### src/hw/rtl/btlv_pkg.sv
// Shared types and constants for the BER-TLV stream decoder.
// No dependencies; compile first.
`default_nettype none

package btlv_pkg;

  // Default accumulator widths
  localparam int TAG_BITS_DEFAULT    = 32;
  localparam int LENGTH_BITS_DEFAULT = 32;

  // Field widths on the channels
  localparam int BYTE_W   = 8;
  localparam int KIND_W   = 2;
  localparam int FIELD_W  = 32;
  localparam int OCTETS_W = 7;

  // Header byte decoding
  localparam logic [4:0] TAG_MULTI_CODE = 5'h1F;  // low five bits all ones
  localparam int         MORE_BIT       = 7;      // continuation / long form flag

  // Parser phase
  typedef enum logic [2:0] {
    PH_TAG_FIRST = 3'd0,
    PH_TAG_MORE  = 3'd1,
    PH_LEN_FIRST = 3'd2,
    PH_LEN_MORE  = 3'd3,
    PH_VALUE     = 3'd4,
    PH_REST      = 3'd5
  } phase_t;

  // Result kind
  typedef enum logic [KIND_W-1:0] {
    KIND_HEADER = 2'd0,
    KIND_VALUE  = 2'd1,
    KIND_REST   = 2'd2,
    KIND_ERROR  = 2'd3
  } kind_t;

endpackage

`default_nettype wire

### src/hw/rtl/btlv_stream_if.sv
// Valid/ready channel interfaces for the BER-TLV stream decoder:
// the input byte stream and the per-byte result stream. Uses btlv_pkg.
`default_nettype none

interface btlv_in_if;
  logic                       valid;
  logic                       ready;
  logic [btlv_pkg::BYTE_W-1:0] in_byte;
  logic                       in_last;

  modport source (output valid, in_byte, in_last, input ready);
  modport sink   (input valid, in_byte, in_last, output ready);
endinterface

interface btlv_out_if;
  logic                         valid;
  logic                         ready;
  logic [btlv_pkg::KIND_W-1:0]  out_kind;
  logic [btlv_pkg::BYTE_W-1:0]  out_byte;
  logic [btlv_pkg::FIELD_W-1:0] out_tag;
  logic [btlv_pkg::FIELD_W-1:0] out_length;
  logic                         out_last;

  modport source (output valid, out_kind, out_byte, out_tag, out_length, out_last,
                  input ready);
  modport sink   (input valid, out_kind, out_byte, out_tag, out_length, out_last,
                  output ready);
endinterface

`default_nettype wire

### src/hw/rtl/ber_tlv_stream_decoder.sv
// BER-TLV stream decoder top level: parses one element per buffer, one byte
// per transaction, one result per byte. Uses btlv_pkg and btlv_stream_if.
//
//   channel   dir  payload                                            
//   bytes     in   in_byte[7:0], in_last                              
//   results   out  out_kind[1:0], out_byte[7:0], out_tag[31:0],
//                  out_length[31:0], out_last
//
// The phase update and shift-accumulate sit between the input handshake
// and the result register, so one byte can be taken every cycle while the
// results are not stalled, and its result appears in the next cycle.
// Synchronous reset clears the phase and accumulators; a byte marked last
// also returns the parser to that state.
// A stalled result holds in its register; a new byte is taken in the same
// cycle the held result is taken.
`default_nettype none

module ber_tlv_stream_decoder #(
  parameter int TAG_BITS    = btlv_pkg::TAG_BITS_DEFAULT,
  parameter int LENGTH_BITS = btlv_pkg::LENGTH_BITS_DEFAULT
) (
  input  wire        clk,
  input  wire        rst,
  btlv_in_if.sink    bytes,
  btlv_out_if.source results
);

  import btlv_pkg::*;

  // Parser state
  phase_t                 phase,      phase_next;
  logic [TAG_BITS-1:0]    tag,        tag_next;
  logic [LENGTH_BITS-1:0] len,        len_next;
  logic [OCTETS_W-1:0]    octets,     octets_next;
  logic [LENGTH_BITS-1:0] remaining,  remaining_next;
  kind_t                  kind_next;

  // Result register
  logic                   res_valid;
  kind_t                  res_kind;
  logic [BYTE_W-1:0]      res_byte;
  logic [FIELD_W-1:0]     res_tag;
  logic [FIELD_W-1:0]     res_length;
  logic                   res_last;

  logic                   accept;
  logic [BYTE_W-1:0]      b;

  assign b            = bytes.in_byte;
  assign bytes.ready  = !res_valid || results.ready;
  assign accept       = bytes.valid && bytes.ready;

  // Next state for the byte on the input
  always_comb begin
    phase_next     = phase;
    tag_next       = tag;
    len_next       = len;
    octets_next    = octets;
    remaining_next = remaining;
    kind_next      = KIND_HEADER;

    unique case (phase)
      PH_TAG_MORE: begin
        tag_next = TAG_BITS'({tag, b});
        if (!b[MORE_BIT]) phase_next = PH_LEN_FIRST;
      end
      PH_LEN_FIRST: begin
        if (b[MORE_BIT]) begin
          octets_next = b[OCTETS_W-1:0];
          len_next    = '0;
          if (b[OCTETS_W-1:0] == '0) begin
            remaining_next = '0;
            phase_next     = PH_REST;
          end else begin
            phase_next = PH_LEN_MORE;
          end
        end else begin
          len_next       = LENGTH_BITS'(b);
          remaining_next = LENGTH_BITS'(b);
          phase_next     = (b == '0) ? PH_REST : PH_VALUE;
        end
      end
      PH_LEN_MORE: begin
        len_next    = LENGTH_BITS'({len, b});
        octets_next = octets - OCTETS_W'(1);
        if (octets_next == '0) begin
          remaining_next = len_next;
          phase_next     = (len_next != '0) ? PH_VALUE : PH_REST;
        end
      end
      PH_VALUE: begin
        kind_next      = KIND_VALUE;
        remaining_next = remaining - LENGTH_BITS'(1);
        if (remaining_next == '0) phase_next = PH_REST;
      end
      PH_REST: begin
        kind_next = KIND_REST;
      end
      default: begin
        // first tag byte
        tag_next       = TAG_BITS'(b);
        len_next       = '0;
        octets_next    = '0;
        remaining_next = '0;
        phase_next     = (b[4:0] == TAG_MULTI_CODE) ? PH_TAG_MORE : PH_LEN_FIRST;
      end
    endcase

    // truncated buffer
    if (bytes.in_last && phase_next != PH_REST) kind_next = KIND_ERROR;
  end

  // State register; the last byte of a buffer restarts the parser
  always_ff @(posedge clk) begin
    if (rst) begin
      phase     <= PH_TAG_FIRST;
      tag       <= '0;
      len       <= '0;
      octets    <= '0;
      remaining <= '0;
    end else if (accept) begin
      if (bytes.in_last) begin
        phase     <= PH_TAG_FIRST;
        tag       <= '0;
        len       <= '0;
        octets    <= '0;
        remaining <= '0;
      end else begin
        phase     <= phase_next;
        tag       <= tag_next;
        len       <= len_next;
        octets    <= octets_next;
        remaining <= remaining_next;
      end
    end
  end

  // Result valid
  always_ff @(posedge clk) begin
    if (rst) begin
      res_valid <= 1'b0;
    end else if (accept) begin
      res_valid <= 1'b1;
    end else if (results.ready) begin
      res_valid <= 1'b0;
    end
  end

  // Result payload; outputs carry the low 32 bits, zero-extended for
  // narrow accumulators
  always_ff @(posedge clk) begin
    if (accept) begin
      res_kind   <= kind_next;
      res_byte   <= b;
      res_tag    <= FIELD_W'(tag_next);
      res_length <= FIELD_W'(len_next);
      res_last   <= bytes.in_last;
    end
  end

  assign results.valid      = res_valid;
  assign results.out_kind   = KIND_W'(res_kind);
  assign results.out_byte   = res_byte;
  assign results.out_tag    = res_tag;
  assign results.out_length = res_length;
  assign results.out_last   = res_last;

endmodule

`default_nettype wire

### src/flat_wrapper.sv
// flat-port wrapper written by rule: the top's interface ports become plain ports
module ber_tlv_stream_decoder_flat import btlv_pkg::*;
#(
  parameter int TAG_BITS    = btlv_pkg::TAG_BITS_DEFAULT,
  parameter int LENGTH_BITS = btlv_pkg::LENGTH_BITS_DEFAULT
)
  (clk, rst, bytes_valid, bytes_in_byte, bytes_in_last, bytes_ready, results_valid, results_out_kind, results_out_byte, results_out_tag, results_out_length, results_out_last, results_ready);
  btlv_in_if bytes_i ();
  btlv_out_if results_i ();
  input  wire clk;
  input  wire rst;
  input wire logic [$bits(bytes_i.valid)-1:0] bytes_valid;
  input wire logic [$bits(bytes_i.in_byte)-1:0] bytes_in_byte;
  input wire logic [$bits(bytes_i.in_last)-1:0] bytes_in_last;
  output wire logic [$bits(bytes_i.ready)-1:0] bytes_ready;
  output wire logic [$bits(results_i.valid)-1:0] results_valid;
  output wire logic [$bits(results_i.out_kind)-1:0] results_out_kind;
  output wire logic [$bits(results_i.out_byte)-1:0] results_out_byte;
  output wire logic [$bits(results_i.out_tag)-1:0] results_out_tag;
  output wire logic [$bits(results_i.out_length)-1:0] results_out_length;
  output wire logic [$bits(results_i.out_last)-1:0] results_out_last;
  input wire logic [$bits(results_i.ready)-1:0] results_ready;
  assign bytes_i.valid = bytes_valid;
  assign bytes_i.in_byte = bytes_in_byte;
  assign bytes_i.in_last = bytes_in_last;
  assign bytes_ready = bytes_i.ready;
  assign results_valid = results_i.valid;
  assign results_out_kind = results_i.out_kind;
  assign results_out_byte = results_i.out_byte;
  assign results_out_tag = results_i.out_tag;
  assign results_out_length = results_i.out_length;
  assign results_out_last = results_i.out_last;
  assign results_i.ready = results_ready;
  ber_tlv_stream_decoder #(.TAG_BITS(TAG_BITS), .LENGTH_BITS(LENGTH_BITS)) u_core (.clk(clk), .rst(rst), .bytes(bytes_i), .results(results_i));
endmodule
### config.mk
export PLATFORM = sky130hd
export DESIGN_NAME = ber_tlv_stream_decoder_flat
export DESIGN_NICKNAME = d
export VERILOG_FILES = /design/src/hw/rtl/btlv_pkg.sv /design/src/hw/rtl/btlv_stream_if.sv /design/src/hw/rtl/ber_tlv_stream_decoder.sv /design/src/flat_wrapper.sv
export SDC_FILE = /design/constraint.sdc
export NUM_CORES = 1
export LEC_CHECK = 0
export BUFFER_PORTS_ARGS = -buffer_cell sky130_fd_sc_hd__buf_2
export CORE_ASPECT_RATIO = 1.2
export CORE_UTILIZATION = 63
export DETAILED_ROUTE_END_ITERATION = 10
export MAX_ROUTING_LAYER = met4
export PLACE_DENSITY = 0.95
export SLEW_MARGIN = 20
export SYNTH_ARGS = -nofsm -noshare
export SYNTH_HDL_FRONTEND = slang
export SYNTH_SLANG_ARGS = --single-unit
### constraint.sdc
create_clock -name clk -period 9 [get_ports clk]
set_input_delay 1.8 -clock clk [delete_from_list [all_inputs] [get_ports clk]]
set_output_delay 1.8 -clock clk [all_outputs]
set_load 0.02 [all_outputs]
# [Word-level counts from Yosys, hierarchy flattened]
# Cells that the tools add are included.
[word_totals] register_bits=182 inputBits=13 output_inout_bits=77 wordCells=66
[classes] addsub=2 eq_ne=12 mux=26 n_reduce_logical=15
[ops] cell="$mux 32" count=6
[ops] cell="$pmux 32 s4" count=1
[ops] cell="$pmux 32 s3" count=1
[ops] cell="$pmux 32 s2" count=1
[ops] cell="$logic_not 32->1" count=1
[ops] cell="$reduce_bool 32->1" count=1
[ops] cell="$sub 32x1->32 const B" count=1
[ops] cell="$mux 7" count=3
[ops] cell="$pmux 7 s3" count=1
[ops] cell="$mux 3" count=6
[ops] cell="$pmux 3 s5" count=1
[ops] cell="$logic_not 7->1" count=2
[ops] cell="$logic_not 8->1" count=1
[ops] cell="$sub 7x1->7 const B" count=1
[ops] cell="$eq 3x2->1 const B" count=2
[ops] cell="$eq 3x3->1 const B" count=2
[ops] cell="$ne 3x3->1 const B" count=2
[ops] cell="$eq 5x5->1 const B" count=1
[ops] cell="$mux 1" count=4
[ops] cell="$ne 2x1->1 const B" count=2
[ops] cell="$ne 4x3->1 const B" count=1
[ops] cell="$pmux 2 s2" count=1
[ops] cell="$reduce_and 4->1" count=1
[ops] cell="$reduce_or 4->1" count=1
[ops] cell="10 further kinds" count=11

# [Logic depth before layout (Yosys ltp)]
[depth] ltp_word=6 ltp_mapped=11 mapped_depth_nobuf=10

# [Worst setup path after synthesis]
# OpenSTA, ideal clock, no wires.
[synth_timing] path_type="input to register" from="input results_ready" to="register u_core.remaining[29]" arrival_ns=4.911 path_slack_ns=4.021 path_stages=10 cell_sequence="nand2b_1 nand2_1 inv_1 nand2b_1 a211oi_1 nand4_1 clkbuf_1 a21oi_1 o21ai_0 o21ai_1"
[synth_between] elab_chain_len=3
[synth_rtl] element="from (decl)" line_no="flat_wrapper.sv:22" rtl="input wire logic [$bits(results_i.ready)-1:0] results_ready;"
[synth_rtl] element="$logic_or 1x1->1" line_no="ber_tlv_stream_decoder.sv:50" rtl="assign bytes.ready = !res_valid || results.ready;"
[synth_rtl] element="$logic_and 1x1->1" line_no="ber_tlv_stream_decoder.sv:51" rtl="assign accept = bytes.valid && bytes.ready;"
[synth_rtl] element="net u_core.accept" line_no="ber_tlv_stream_decoder.sv:46" rtl="logic accept;"
[synth_rtl] element="$reduce_and 4->1 (no line)"
[synth_rtl] element="to (signal assigned)" line_no="ber_tlv_stream_decoder.sv:133" rtl="remaining <= remaining_next;"
[synth_rtl] element="to (decl)" line_no="ber_tlv_stream_decoder.sv:35" rtl="logic [LENGTH_BITS-1:0] remaining, remaining_next;"
# The timed path passes the listed nets, and every way through them passes these cells.
# A chain may end at the register's enable or synchronous reset.

# [Worst setup path after layout]
[layout_timing] from="input results_ready" to="output bytes_ready"
[layout_between] elab_chain_len=1
[layout_rtl] element="$logic_or 1x1->1" line_no="ber_tlv_stream_decoder.sv:50"
[layout_rtl] element="to (decl)" line_no="flat_wrapper.sv:15" rtl="output wire logic [$bits(bytes_i.ready)-1:0] bytes_ready;"
# Every way passes these cells.

==> results.cfg <==
[final_layout]
area_growth_pct = 13.5
seq_area_mm2 = 0.00439
final_cell_mix = nor2_1 (124), dfxtp_1 (107), buf_2 (89)
fin_cells = 1049
multi_input_area_mm2 = 0.00344
nFillCells = 852
final_common_cell = nor2_1
drive_above_1_share_pct = 17.5
n_antenna_cell = 0
fin_nets = 889
design_area_mm2 = 0.00919
final_util_pct = 72.9

[worst_setup_path]
crit_arrival_ps = 2260
worst_r2r_path_depth = 10
endpoint = bytes_ready
cp_max_fo = 3
cp.required_ps = 7200
rr_startpoint = u_core.remaining[1]
crit_path_end_kind = primary output
critical_path_class = input pin to primary output
startpoint_type = input pin
rrSetupSlack_ps = 5290
reg2reg_to = u_core.results.out_kind[1]
crit_path_start = results_ready

[power]
p_leak_nw = 3.49
powerDensity_mw_per_mm2 = 191
peakVddDrop_mv = 0.217

[placement]
place_inst = 1017
dp_hpwl_um = 13100
placed_area_mm2 = 0.00859
dpl_worst_slack_ps = 4650
gp_congestion = 0.959
io_buffer_count = 89

[global_routing]
grt_pass1_wl_um = 34700
gr-usage-all-layers_pct = 34.3
grt_start_max_net_pins = 79
antenna_found_initial = 0
grt_pass1_vias = 6770
grt_overflow = 0

[cts]
clk_latency_ps = 430
cts-root-buf = clkbuf_16
numCtsBuffers = 17
postCtsSetupRepairBufs = 0
cts.hold.buffers_added = 0
cts_num_sinks = 182
cts_tree = yes
clock_path_buffers = 2
clk_pin_slew_worst_paths_ps = 70
cts_resized = 0
htree_levels = 4

[drt]
wl_um = 21600
first_iter_violations = 843
ant_nets = 0
vias = 7135
routedWlPerCell_um = 20.6
route.detailed.drc = 0
dr.pass1.iters = 6
viasPerCell = 6.80

[synth]
synthCells = 815
netlist_area_mm2 = 0.00810
synthArstFlopShare_pct = 0
synth_ff_type = dfxtp_1
yosysWarnings = 0
synth-seq-cells = 182
synthDistinctLibCells = 52
synth_edf_count = 75
syn_avg_cell_area_um2 = 9.94
syn_nets = 832
seq_area_frac_synth_pct = 54.3

[timing]
skew_ps = 13.3
tightest_slew_ps = 1010
finalWorstSetupSlack_ps = 4940
slew_violations = 0
finalHoldViolCount = 0
finalSetupViolCount = 0
tns_ps = 0
finalCritPeriodShare_pct = 45.1
rsz0062_at_grt = no
slew_headroom_pct = 32.5
fin_crit_ps = 4060
fmax_ghz = 0.246

[die]
core_area_mm2 = 0.0126
die_w_um = 105
initial_core_util_pct = 64.2
die_area_mm2 = 0.0133
die_h_um = 126
num_rows = 45
pin_count = 90

[run_status]
run_status = completed

[flow_run]
max-cap-violations = 0

[worst_hold_path]
holdCritPathClass = register to register
[power breakdown]
part,switching (W),total [W],internal [W]
Sequential,0.00000925,0.000888,0.000879
Combinational,0.0000920,0.000123,0.0000311
Clock,0.000361,0.000741,0.000380
[critical path, cell delays in order]
cell	delay, ps
buf_2	90
nand2b_1	180
buf_2	180
[final cells by class]
class                   count  share of cell area, %
flip-flops and latches    182                   47.8
multi-input cells         562                   37.4
repair buffers             98                   5.58
clock buffers              18                   4.78
well taps                 164                   2.23
clock inverters            14                   1.70
inverters                  11                  0.463
[how the worst min path moves through the flow]
stage / start / to / slack (ps) / depth (start not counted)
final: u_core.remaining[9] / u_core.remaining[9] / 520 / 2
after global routing: u_core.remaining[31] / u_core.remaining[31] / 560 / 2
after CTS: u_core.remaining[31] / u_core.remaining[31] / 510 / 2
after detailed placement: u_core.remaining[31] / u_core.remaining[31] / 480 / 2
after global placement: u_core.remaining[31] / u_core.remaining[31] / 460 / 2
after floorplan: u_core.remaining[31] / u_core.remaining[31] / 450 / 2
[synthesized netlist by cell type (3+ instances only)]
| cell | number | area share (%) |
|---|---|---|
| nor2_1 | 126 | 5.8 |
| dfxtp_1 | 107 | 26 |
| a22oi_1 | 87 | 8.1 |
| edfxtp_1 | 75 | 28 |
| nand2_1 | 56 | 2.6 |
| a22o_1 | 55 | 5.9 |
| clkbuf_1 | 51 | 2.4 |
| o21ai_0 | 49 | 3.0 |
| a21oi_1 | 25 | 1.5 |
| nor3_1 | 24 | 1.5 |
| xor2_1 | 14 | 1.5 |
| nor4_1 | 13 | 1.0 |
| xnor2_1 | 12 | 1.3 |
| inv_1 | 11 | 0.51 |
| nand3_1 | 11 | 0.68 |
| mux2_2 | 9 | 1.3 |
| or3_1 | 7 | 0.54 |
| nand4_1 | 6 | 0.46 |
| and3_1 | 4 | 0.31 |
| buf_1 | 4 | 0.19 |
| ha_1 | 4 | 0.62 |
| nor2b_1 | 4 | 0.31 |
| nor3b_1 | 4 | 0.37 |
| a21boi_0 | 3 | 0.28 |
| a31oi_1 | 3 | 0.23 |
| a32oi_1 | 3 | 0.32 |
| buf_2 | 3 | 0.19 |
| nand2b_1 | 3 | 0.23 |
| nand3b_1 | 3 | 0.28 |
| o21ai_1 | 3 | 0.19 |
| or3_4 | 3 | 0.42 |
| or4_1 | 3 | 0.28 |
[flip-flops by register name (all words and copies together) (netlist names)]
signal                     count
u_core.len                    32
u_core.remaining              32
u_core.results.out_length     32
u_core.results.out_tag        32
u_core.tag                    32
u_core.results.out_byte        8
u_core.octets                  7
u_core.phase                   3
u_core.results.out_kind        2
u_core.results.out_last        1
u_core.results.valid           1
[layer usage]
metal | global-route usage (%) | routed length (um) | share of wire, % | vias up
li1 | - | - | - | 3165
met3 | 6.52 | 2030 | 9.4 | 102
met2 | 55.9 | 10800 | 50 | 456
met1 | 40.6 | 7820 | 36 | 3412
met5 | - | 0 | 0 | -
met4 | 17.8 | 949 | 4.4 | 0
[stage by stage]
| stage | power, W | hold slack (ps) |
|---|---|---|
| 6_report | 0.00175 | 517 |
| 4_1_cts | 0.00175 | 508 |
| 3_5_place_dp | 0.00103 | 479 |
| 3_3_place_gp | 0.00102 | 464 |
| 5_1_grt | 0.00179 | 555 |
| 2_1_floorplan | 0.000985 | 446 |
[kinds of logic (layout without fill, tap and decap cells)]
family                     after synthesis  count (layout)  synth area share (%)
muxes                                    9               9                  1.25
adders and majority gates                4               4                 0.618
AOI/OAI and AO/OA                      246             246                  21.5
buffers and inverters                   71             141                  3.52
xor gates and xnor gates                26              26                  2.81
and+or+nand+nor                        277             277                  16.1
DFF                                    182             182                  54.3
(Power assumes the default switching activity.)
